===== src/hw/rtl/hic_pkg.sv =====
// Shared types, constants and parity helpers for the Hamming (7,4) interleave codec.
// No dependencies; every other file of the codec imports this package.
package hic_pkg;

  localparam int NIBBLES   = 16;
  localparam int CODE_BITS = 7;
  localparam int DATA_BITS = 4;
  localparam int LOW_W     = 64;
  localparam int HIGH_W    = 48;
  localparam int BLOCK_W   = LOW_W + HIGH_W;

  typedef enum logic {
    MODE_ENCODE = 1'b0,
    MODE_DECODE = 1'b1
  } hic_mode_t;

  typedef logic [CODE_BITS-1:0] hic_word_t;
  typedef hic_word_t [NIBBLES-1:0] hic_lanes_t;

  // Beat control that travels alongside the lane results into the merge stage.
  typedef struct packed {
    logic      valid;
    hic_mode_t mode;
  } hic_ctl_t;

  // Check bits {p6, p5, p4} of a data nibble.
  function automatic logic [2:0] hic_parity(input logic [DATA_BITS-1:0] d);
    logic [2:0] p;
    p[0] = d[0] ^ d[2] ^ d[3];
    p[1] = d[0] ^ d[1] ^ d[3];
    p[2] = d[0] ^ d[1] ^ d[2];
    return p;
  endfunction

endpackage


===== src/hw/rtl/hic_lane.sv =====
// One codec lane: encodes a nibble into a 7-bit code or corrects one 7-bit code.
// Depends on hic_pkg.
module hic_lane (
  input  hic_pkg::hic_mode_t mode,
  input  hic_pkg::hic_word_t word_in,
  output hic_pkg::hic_word_t word_out
);
  import hic_pkg::*;

  logic [DATA_BITS-1:0] data;
  logic [2:0]           syndrome;
  logic [DATA_BITS-1:0] fixed;

  assign data     = word_in[DATA_BITS-1:0];
  assign syndrome = word_in[CODE_BITS-1:DATA_BITS] ^ hic_parity(data);

  // A syndrome that names a data bit flips it; a lone check-bit error leaves data alone.
  always_comb begin
    fixed = data;
    case (syndrome)
      3'd7:    fixed = data ^ 4'b0001;
      3'd6:    fixed = data ^ 4'b0010;
      3'd5:    fixed = data ^ 4'b0100;
      3'd3:    fixed = data ^ 4'b1000;
      default: fixed = data;
    endcase
  end

  assign word_out = (mode == MODE_ENCODE) ? {hic_parity(data), data}
                                          : {3'b000, fixed};

endmodule


===== src/hw/rtl/hic_merge.sv =====
// Merge stage: packs the sixteen lane results into one block and holds it in the
// output register until the downstream side takes it. Depends on hic_pkg.
module hic_merge (
  input  logic                          clk,
  input  logic                          rst_n,
  input  hic_pkg::hic_ctl_t             ctl,
  input  hic_pkg::hic_lanes_t           lanes,
  output logic                          load_ok,
  output logic                          out_valid,
  input  logic                          out_ready,
  output logic [hic_pkg::BLOCK_W-1:0]   out_block
);
  import hic_pkg::*;

  logic               valid_r, valid_nxt;
  logic [BLOCK_W-1:0] block_r, block_nxt;
  logic               load;

  assign load_ok = !valid_r || out_ready;
  assign load    = ctl.valid && load_ok;

  // Encode: code bit j of nibble k lands at bit 16*j + k of the coded block.
  // Decode: corrected nibble k lands at bits 4*k+3:4*k, upper bytes are zero.
  always_comb begin
    block_nxt = '0;
    for (int k = 0; k < NIBBLES; k++) begin
      if (ctl.mode == MODE_ENCODE) begin
        for (int j = 0; j < CODE_BITS; j++) begin
          block_nxt[NIBBLES*j + k] = lanes[k][j];
        end
      end else begin
        block_nxt[DATA_BITS*k +: DATA_BITS] = lanes[k][DATA_BITS-1:0];
      end
    end
  end

  always_comb begin
    valid_nxt = valid_r;
    if (load_ok) begin
      valid_nxt = ctl.valid;
    end
  end

  always_ff @(posedge clk) begin
    if (!rst_n) begin
      valid_r <= 1'b0;
    end else begin
      valid_r <= valid_nxt;
    end
  end

  always_ff @(posedge clk) begin
    if (load) begin
      block_r <= block_nxt;
    end
  end

  assign out_valid = valid_r;
  assign out_block = block_r;

endmodule


===== src/hw/rtl/hamming74_interleave_codec.sv =====
// Top level of the Hamming (7,4) interleave codec: sixteen parallel lanes and a merge
// stage with the output register. Depends on hic_pkg, hic_lane and hic_merge.
//
//   channel | direction | handshake              | payload
//   in_     | slave     | in_tvalid / in_tready  | in_tdata = word_low, word_high; in_tuser = mode
//   out_    | master    | out_tvalid / out_tready| out_tdata = result_low, result_high
//
// Every beat passes combinationally through the lanes and appears on the output in the cycle
// after it is accepted; one beat per cycle is sustained while the output is not stalled.
// The single output register is the only register on the path. in_tready is high whenever
// the output register is empty or being emptied in the same cycle, so a stall downstream
// holds the input for exactly as long as the result waits. Reset (synchronous, active low)
// empties the output register; no other state exists.
module hamming74_interleave_codec (
  input  logic                         clk,
  input  logic                         rst_n,
  input  logic                         in_tvalid,
  output logic                         in_tready,
  // Fields from bit 0 up: word_low [63:0], word_high [111:64].
  input  logic [hic_pkg::BLOCK_W-1:0]  in_tdata,
  // Fields from bit 0 up: mode [0] (0 encode, 1 decode).
  input  logic                         in_tuser,
  output logic                         out_tvalid,
  input  logic                         out_tready,
  // Fields from bit 0 up: result_low [63:0], result_high [111:64].
  output logic [hic_pkg::BLOCK_W-1:0]  out_tdata
);
  import hic_pkg::*;

  hic_mode_t  mode;
  hic_lanes_t lane_in;
  hic_lanes_t lane_out;
  hic_ctl_t   ctl;

  assign mode = hic_mode_t'(in_tuser);

  // Lane k sees nibble k of the data on encode. On decode it gathers its code, whose
  // bit j sits at bit 16*j + k of the coded block, which undoes the interleave.
  always_comb begin
    for (int k = 0; k < NIBBLES; k++) begin
      if (mode == MODE_ENCODE) begin
        lane_in[k] = {3'b000, in_tdata[DATA_BITS*k +: DATA_BITS]};
      end else begin
        for (int j = 0; j < CODE_BITS; j++) begin
          lane_in[k][j] = in_tdata[NIBBLES*j + k];
        end
      end
    end
  end

  for (genvar k = 0; k < NIBBLES; k++) begin : g_lane
    hic_lane u_lane (
      .mode     (mode),
      .word_in  (lane_in[k]),
      .word_out (lane_out[k])
    );
  end

  assign ctl.valid = in_tvalid;
  assign ctl.mode  = mode;

  hic_merge u_merge (
    .clk       (clk),
    .rst_n     (rst_n),
    .ctl       (ctl),
    .lanes     (lane_out),
    .load_ok   (in_tready),
    .out_valid (out_tvalid),
    .out_ready (out_tready),
    .out_block (out_tdata)
  );

endmodule


===== config.mk =====
export PLATFORM = sky130hd
export DESIGN_NAME = hamming74_interleave_codec
export DESIGN_NICKNAME = d
export VERILOG_FILES = /design/src/hw/rtl/hic_pkg.sv /design/src/hw/rtl/hic_lane.sv /design/src/hw/rtl/hic_merge.sv /design/src/hw/rtl/hamming74_interleave_codec.sv
export SDC_FILE = /design/constraint.sdc
export NUM_CORES = 1
export LEC_CHECK = 0
export ABC_AREA = 1
export BUFFER_PORTS_ARGS = -buffer_cell sky130_fd_sc_hd__buf_4
export CAP_MARGIN = 30
export CORE_UTILIZATION = 56
export DETAILED_ROUTE_END_ITERATION = 8
export PLACE_DENSITY = 0.83
export SLEW_MARGIN = 30
export SYNTH_ARGS = -nofsm -noshare
export SYNTH_HDL_FRONTEND = slang
export SYNTH_SLANG_ARGS = --single-unit

===== constraint.sdc =====
create_clock -name clk -period 9.2 [get_ports clk]
set_input_delay 1.84 -clock clk [delete_from_list [all_inputs] [get_ports clk]]
set_output_delay 1.84 -clock clk [all_outputs]
set_load 0.05 [all_outputs]

==> results.yml, run 1 <==
cts:
  numCtsBuffers: 17
  post_cts_buffers: 0
  htreeDepth: 4
  cts_resized: 0
  cts_tree: "done"
  cts.sinks: 113
  clk_pin_slew_ns: 0.06
  cts_hold_buf: 0
  clockRootBuffer: "clkbuf_16"
  clockBufferDepth: 2
  clk_latency_ns: 0.42
routing:
  wl_per_cell_um: 15.0
  drt_pass1_iterations: 9
  finalWirelength_um: 30000
  via_per_inst: 5.58
  route.detailed.drc: 0
  drt_iter0_drc: 1205
  detail-route-antenna-nets: 0
  met2_length_um: 14200
  num_vias: 11178
  wl_met3_um: 2490
  route.top_layer_used: "met4"
  wl_met1_um: 12300
global_routing:
  grt_pass1_vias: 9812
  antenna_found_initial: 0
  grt_max_degree: 91
  overflow: 0
  grt_usage: 0.331
  grt_pass1_wl_um: 46900
sta:
  tightest_slew_ns: 0.887
  finClkSkew_ns: 0.00541
  finalCritPeriodShare: 0.558
  slew_headroom: 0.409
  fmax_mhz: 195
  rsz0062_at_grt: "false"
  slew_viol_final: 0
  tns_ns: 0
  setup_viol: 0
  holdWs_ns: 0.560
  hold_viol: 0
  setup_ws_ns: 4.06
  min_period_ns: 5.14
setup_path:
  crit_slowest_cell: "clkinv_2"
  crit_fanout: 82
  path_cells: "buf_6 > clkinv_2 > buf_4 > nand2_1 > nand2_1 > xor2_1 > nand2_1 > nand2_1 > nand2_1 > nand2_1 > inv_1 > nor2_1 > nand3_1 > nand2_1 > o21ai_1"
  startpoint_type: "input pin"
  cp_top_family: "buffers and inverters"
  endpoint: "u_merge.out_block[38]"
  rr_endpoint: "u_merge.out_block[98]"
  worst_setup_path_end_kind: "flip-flop"
  path_class: "input pin to flip-flop"
  startpoint: "in_tuser"
  rrSetupSlack_ns: 6.95
  crit_required_ns: 9.38
  worstReg2RegStart: "u_merge.out_valid"
  worst_path_largest_cell_delay_ns: 0.83
  cp_common_cell: "nand2_1"
  worst_ep_arrival_time_ns: 5.31
  cp.depth: 15
  reg2regPathDepth: 3
  path_buf_inv: 4
place:
  port_buffers: 230
  dpl_worst_slack_ns: 3.74
  place_area_um2: 11600
  gp_congestion: 0.944
  place_hpwl_um: 22500
floorplan:
  die_y_um: 134
  rows: 48
  start_util: 0.570
  io-pin-count: 231
  fp.dieArea_um2: 18100
  die_w_um: 134
  core-area_um2: 17200
logic_synthesis:
  synth_area_um2: 9820
  yosysWarnings: 0
  syn_nets: 1669
  ys_ff_latch: 113
  ys_seq_area_frac: 0.345
  synth.distinct_cells: 34
  syn_area_per_cell_um2: 6.33
  syn_inst: 1552
power_and_ir_drop:
  max-vdd-ir-drop_mv: 0.132
  leakagePower_uw: 0.00660
  p_per_area_nw_per_um2: 173
cells_and_area:
  antenna_cells: 0
  synthToLayoutAreaGrowth_pct: 24.4
  final_cell_area_um2: 12200
  final_nets: 1884
  layout-drive-gt1-share: 0.180
run:
  maxCapViolations: 0
outcome:
  status: "complete, no violations"
worst_hold_path:
  hp-class: "flip-flop to flip-flop"
-- placed cells by master (no fill, tap or decap), types with 2 or more instances in the layout --
cell type   count
nand2_1       713
buf_4         234
nand3_1       230
inv_1         130
edfxtp_1      112
nor2_1        111
nand4_1        48
o21ai_1        37
a21oi_1        22
nand2_2        18
xor2_1         17
clkbuf_16      17
inv_2          14
o21ai_0        11
nand3b_1        6
o21ai_2         5
clkinv_2        5
clkinvlp_4      5
o21ai_4         4
xnor2_1         4
o211ai_1        4
nand3_2         4
nor2_2          3
xnor3_1         3
bufinv_16       3
o21bai_1        2
a21oi_2         2
a21boi_0        2
xnor2_2         2
nor3_1          2
o31ai_1         2
-- power breakdown --
group,switching (uW),internal (uW),leakage (uW)
logic,552,235,0.00521
clock network,258,424,0.000278
registers,16.8,630,0.00111
-- worst reg2reg max path: stages (launching register included) --
cell and delay [ns]:
dfxtp_1 0.34, a21oi_4 0.14, buf_4 0.53, buf_4 0.80
-- Yosys cell counts (all sizes together) --
library cell / number / area [um^2]
o21a: 1 / 7.51
nand3: 234 / 1190
edfxtp: 112 / 3360
nor3: 2 / 10.0
nand4: 48 / 300
a21boi: 2 / 15.0
nor2: 114 / 435
nand2: 731 / 2790
nand3b: 6 / 45.0
inv: 145 / 544
o21ai: 57 / 349
clkbuf: 1 / 3.75
xnor2: 6 / 67.6
o31ai: 2 / 15.0
xor2: 18 / 165
o211ai: 4 / 30.0
o21bai: 2 / 15.0
buf: 38 / 254
a21oi: 25 / 133
xnor3: 3 / 67.6
dfxtp: 1 / 20.0
-- cell families (layout without fill, tap and decap cells) --
kind of cell    after synthesis  count (layout)  synth area share
simple gates               1135            1135             0.486
buf+inv                     184             412            0.0817
flops                       113             113             0.345
compound gates               93              93            0.0575
xor+xnor                     27              27            0.0306
-- cell type report --
| type | count | area [um^2] |
|---|---|---|
| clock inverter | 14 | 165 |
| tap | 225 | 282 |
| fill | 1464 | 5020 |
| sequential | 113 | 3380 |
| timing repair buffer | 235 | 1770 |
| multi-input combinational | 1255 | 5650 |
| clock buffer | 18 | 429 |
| inverter | 145 | 546 |
-- worst min path at each step --
stage / startpoint / endpoint / slack [ns] / depth (start not counted)
floorplan: u_merge.out_valid / u_merge.out_valid / 1.11 / 2
global placement: u_merge.out_valid / u_merge.out_valid / 0.55 / 2
detailed placement: u_merge.out_valid / u_merge.out_valid / 0.56 / 2
CTS: u_merge.out_valid / u_merge.out_valid / 0.57 / 2
global route: u_merge.out_valid / u_merge.out_valid / 0.59 / 2
finish: u_merge.out_valid / u_merge.out_valid / 0.56 / 2
-- through the flow --
step,utilization,total power (uW),instances
after floorplan,-,1220,1552
after global placement,0.674,1420,1973
after detailed placement,0.674,1430,1973
after CTS,0.709,2110,2005
after global routing,0.709,2210,2005
final,0.709,2120,2005
-- state kept, by name (all words and copies together), names as in the netlist --
signal	count
u_merge.out_valid	1
u_merge.out_block	112
-- routing by layer --
metal / up-vias / global-route usage
li1: 5512 / -
met1: 5035 / 0.430
met2: 559 / 0.550
met3: 72 / 0.0472
met4: 0 / 0.140
met5: - / 0
No activity file was read; power rests on OpenSTA's default activity.
==> inputs of run 2 (changes only) <==
--- a/config.mk
+++ b/config.mk
@@ -8,9 +8,9 @@
 export ABC_AREA = 1
 export BUFFER_PORTS_ARGS = -buffer_cell sky130_fd_sc_hd__buf_4
 export CAP_MARGIN = 30
-export CORE_UTILIZATION = 56
+export CORE_UTILIZATION = 50
 export DETAILED_ROUTE_END_ITERATION = 8
-export PLACE_DENSITY = 0.83
+export PLACE_DENSITY = 0.78
 export SLEW_MARGIN = 30
 export SYNTH_ARGS = -nofsm -noshare
 export SYNTH_HDL_FRONTEND = slang
==> constraint.sdc (replaced) <==
create_clock -name clk -period 4.7 [get_ports clk]
set_input_delay 0.94 -clock clk [delete_from_list [all_inputs] [get_ports clk]]
set_output_delay 0.94 -clock clk [all_outputs]
set_load 0.05 [all_outputs]
==> run 2 against run 1 <==
Against the previous run: via count is 1.1% lower; non-clock buffer count stayed put; count of clock-buffer cells in the layout is 4 higher; critical endpoint is now u_merge.out_block[57]; largest power group unchanged; highest routed layer unchanged.
==> results.yml, run 2 (synthesis results as in run 1) <==
cells_and_area:
  layout_common_cells: "nand2_1, buf_4, nand3_1"
  utilization: 0.645
  layout-drive-gt1-share: 0.177
  largest_register_ffs: 112
  layout_commonest_cell: "nand2_1"
  fillers: 1746
  synthToLayoutAreaGrowth_pct: 24.4
  final_nets: 1884
  antenna_cells: 0
routing:
  wl_per_cell_um: 14.7
  detail-route-antenna-nets: 0
  via_per_inst: 5.42
  route.detailed.drc: 0
  drt_pass1_iterations: 6
  finalWirelength_um: 30000
  num_vias: 11056
  drt_iter0_drc: 851
floorplan:
  fp.dieArea_um2: 20200
  die_w_um: 142
  start_util: 0.518
  core-area_um2: 19000
  io-pin-count: 231
  die_y_um: 142
  rows: 50
cts:
  clockBufferDepth: 2
  clockRootBuffer: "clkbuf_16"
  cts.sinks: 113
  cts_resized: 0
  cts_tree: "done"
  clk_pin_slew_ns: 0.06
  clk_latency_ns: 0.42
  post_cts_buffers: 0
  htreeDepth: 4
  numCtsBuffers: 17
  cts_hold_buf: 0
power_and_ir_drop:
  p_comb_frac: 0.387
  internal_power_uw: 2410
  leakagePower_uw: 0.00659
  p_sw_uw: 1570
  clkPwrFrac: 0.295
  p_per_area_nw_per_um2: 326
  max-vdd-ir-drop_mv: 0.277
  seqPwrFrac: 0.318
  p_sw_frac: 0.395
global_routing:
  antenna_found_initial: 0
  grt_max_degree: 146
  grt_pass1_vias: 9819
  overflow: 0
  grt_usage: 0.296
  grt_pass1_wl_um: 46700
place:
  port_buffers: 230
  place_hpwl_um: 22800
  gp_congestion: 0.939
sta:
  finalCritPeriodShare: 0.691
  tns_ns: 0
  slew_viol_final: 0
  rsz0062_at_grt: "false"
  min_period_ns: 3.25
  fmax_mhz: 308
  slew_headroom: 0.564
  finClkSkew_ns: 0.00795
  tightest_slew_ns: 0.654
  setup_viol: 0
  hold_viol: 0
setup_path:
  path_buf_inv: 3
  reg2regPathDepth: 2
  worst_ep_arrival_time_ns: 3.43
  path_class: "input pin to flip-flop"
  cp_top_family: "simple AND/OR/NAND/NOR gates"
  startpoint_type: "input pin"
  crit_required_ns: 4.88
  worst_setup_path_end_kind: "flip-flop"
  crit_slowest_cell: "buf_12"
  worst_path_largest_cell_delay_ns: 0.48
  cp.depth: 13
  crit_fanout: 145
  cp_common_cell: "nand2_1"
  path_cells: "buf_6 > buf_12 > nor2_1 > nor2_1 > nand2_1 > nand3_1 > nand3_1 > nand2_1 > nand4_1 > nand2_1 > nand2_1 > o21ai_1 > inv_1"
worst_hold_path:
  hp-class: "flip-flop to flip-flop"
  whs_path_depth: 2
run:
  maxCapViolations: 0
outcome:
  status: "complete, no violations"
[run 2: changes by cell type in the layout (fill, tap and decap cells not counted), sizes merged]
cell,previous run,this run
inv,145,144
clkinvlp,5,0
bufinv,3,1
clkbuf,18,22
clkinv,6,9
[run 2: area by class of cell]
cell class                 count  area (um^2)  area share
multi-input combinational   1255         5650       0.462
timing repair buffer         235         1810       0.148
sequential                   113         3380       0.277
clock buffer                  22          444      0.0364
inverter                     145          546      0.0446
clock inverter                 9         67.6     0.00553
tap                          260          325      0.0266
[run 2: worst paths after layout]
check	to	slack (ns)	start
worst min-delay path	u_merge.out_valid	0.59	u_merge.out_valid
worst max-delay path	u_merge.out_block[57]	1.45	in_tuser
worst max register to register	u_merge.out_block[103]	3.22	u_merge.out_valid
worst min register to register	u_merge.out_valid	0.59	u_merge.out_valid
[run 2: worst reg2reg max path, cell delays in order, from the launching register on]
cell and delay (ns):
dfxtp_1 0.35, a21oi_4 0.18, buf_12 0.48
[run 2: layer usage]
metal  vias up  routed length [um]  track usage
met5         -                   0            0
met4         0                 950        0.123
met3        58                2700       0.0501
met2       540               14100        0.499
met1      4945               12300        0.373
li1       5513                   -            -
[run 2: metrics by stage]
step	std cells	hold slack, ns	worst slack (ns)	instance area [um^2]	power (uW)
5_1_grt	2039	0.612	1.25	12200	4180
3_3_place_gp	2008	0.547	1.12	11700	2780
6_report	2039	0.590	1.45	12200	3980
4_1_cts	2039	0.599	1.51	12200	3980
2_1_floorplan	1552	1.09	0.00209	9820	2390
3_5_place_dp	2008	0.591	1.10	11700	2800
[run 2: power by group through the flow]
stage,Sequential [uW],Clock [uW],Combinational (uW)
2_1_floorplan,1600,0,791
3_3_place_gp,1290,0,1490
3_5_place_dp,1290,0,1520
4_1_cts,1270,1190,1520
5_1_grt,1270,1230,1680
6_report,1270,1170,1540
==> inputs of run 3 (changes only) <==
--- a/config.mk
+++ b/config.mk
@@ -8,9 +8,9 @@
 export ABC_AREA = 1
 export BUFFER_PORTS_ARGS = -buffer_cell sky130_fd_sc_hd__buf_4
 export CAP_MARGIN = 30
-export CORE_UTILIZATION = 50
+export CORE_UTILIZATION = 56
 export DETAILED_ROUTE_END_ITERATION = 8
-export PLACE_DENSITY = 0.78
+export PLACE_DENSITY = 0.83
 export SLEW_MARGIN = 30
 export SYNTH_ARGS = -nofsm -noshare
 export SYNTH_HDL_FRONTEND = slang
==> constraint.sdc (replaced) <==
create_clock -name clk -period 3 [get_ports clk]
set_input_delay 0.6 -clock clk [delete_from_list [all_inputs] [get_ports clk]]
set_output_delay 0.6 -clock clk [all_outputs]
set_load 0.05 [all_outputs]
==> run 3 against run 2 <==
Against the previous run: sequential power up 56%; count of clock-buffer cells in the layout down 4; total power up 69%; clock power up 96%; worst hold slack worse by 0.15 ns; sequential share of layout area down 0.66 points; register-to-register slack worse by 1.7 ns.
==> results.yml, run 3 (synthesis results as in run 1) <==
outcome:
  status: "complete, no violations"
setup_path:
  startpoint_type: "input pin"
  crit_required_ns: 3.19
  path_class: "input pin to flip-flop"
  crit_fanout: 19
  worst_setup_path_end_kind: "flip-flop"
  worst_ep_arrival_time_ns: 2.62
run:
  maxCapViolations: 0
power_and_ir_drop:
  p_per_area_nw_per_um2: 536
  max-vdd-ir-drop_mv: 0.428
  leakagePower_uw: 0.00677
cells_and_area:
  synthToLayoutAreaGrowth_pct: 27.4
  antenna_cells: 0
  ff_latch_area_um2: 3380
  layout_common_cells: "nand2_1, buf_4, nand3_1"
  largest_register_ffs: 112
  fillers: 1450
  stdcell_count: 2025
  multi_input_area_um2: 5650
  final_nets: 1905
  layout_commonest_cell: "nand2_1"
  layout-drive-gt1-share: 0.189
floorplan:
  rows: 48
  die_w_um: 134
  fp.dieArea_um2: 18100
  die_y_um: 134
  start_util: 0.570
  io-pin-count: 231
  core-area_um2: 17200
cts:
  numCtsBuffers: 17
  post_cts_buffers: 0
  clk_pin_slew_ns: 0.06
  clockBufferDepth: 2
  clk_latency_ns: 0.43
  cts_resized: 0
  clockRootBuffer: "clkbuf_16"
  cts.sinks: 113
  cts_tree: "done"
  htreeDepth: 4
  cts_hold_buf: 0
global_routing:
  grt_pass1_wl_um: 45300
  overflow: 0
  grt_pass1_vias: 9789
  grt_max_degree: 97
  grt_usage: 0.317
  antenna_found_initial: 0
place:
  place_inst: 1994
  gp_congestion: 0.931
  port_buffers: 230
  place_hpwl_um: 22300
sta:
  min_period_ns: 2.44
  tightest_slew_ns: 0.542
  slew_headroom: 0.638
  setup_viol: 0
  fmax_mhz: 410
  rsz0062_at_grt: "false"
  tns_ns: 0
  slew_viol_final: 0
  hold_viol: 0
  finClkSkew_ns: 0.00637
  finalCritPeriodShare: 0.812
worst_hold_path:
  hp-class: "input pin to flip-flop"
routing:
  num_vias: 11127
  wl_per_cell_um: 14.4
  drt_pass1_iterations: 5
  drt_iter0_drc: 993
  finalWirelength_um: 29200
  detail-route-antenna-nets: 0
  via_per_inst: 5.49
  route.detailed.drc: 0
==> run 3: critical path, cell delays in order <==
cell      delay (ns)
buf_6           0.10
clkinv_2        0.13
buf_4           0.24
o21ai_1         0.37
inv_1           0.15
nand2_1         0.12
nand2_1         0.08
nand2_1         0.09
nand2_1         0.11
nor2_1          0.23
nand2_1         0.08
nand2_1         0.06
nand3_1         0.10
nand2_1         0.11
inv_1           0.04
==> run 3: area by class of cell <==
class                           instances  area share
Inverter                              145      0.0436
Clock inverter                         13      0.0173
Tap cell                              225      0.0225
Clock buffer                           18      0.0343
Sequential cell                       113       0.270
Timing Repair Buffer                  256       0.161
Multi-Input combinational cell       1255       0.451
==> run 3: per-layer routing <==
metal | vias up | track usage | wire length [um]
met4 | 0 | 0.137 | 1020
met1 | 4959 | 0.403 | 12000
met2 | 529 | 0.536 | 13800
met3 | 78 | 0.0488 | 2420
li1 | 5561 | - | -
met5 | - | 0 | 0
==> run 3: power breakdown <==
part | internal (uW) | switching [uW]
Clock | 1540 | 750
Combinational | 761 | 1680
Sequential | 1930 | 49.1
==> run 3: stage by stage <==
stage / worst slack, ns / cell area [um^2] / power, uW / utilization / hold WS (ns)
3_5_place_dp: 0.201 / 11900 / 4410 / 0.689 / 0.567
5_1_grt: 0.352 / 12500 / 7000 / 0.726 / 0.444
4_1_cts: 0.607 / 12500 / 6680 / 0.726 / 0.436
3_3_place_gp: 0.171 / 11900 / 4380 / 0.689 / 0.538
6_report: 0.563 / 12500 / 6710 / 0.726 / 0.439
2_1_floorplan: 0.0182 / 9830 / 3730 / - / 0.754
==> run 3: worst paths after layout <==
kind	from	to	slack (ns)	cells after the start
min reg2reg	u_merge.out_valid	u_merge.out_valid	0.56	2
min	rst_n	u_merge.out_valid	0.44	2
max reg2reg	u_merge.out_valid	u_merge.out_block[20]	1.52	2
max	in_tuser	u_merge.out_block[55]	0.56	15
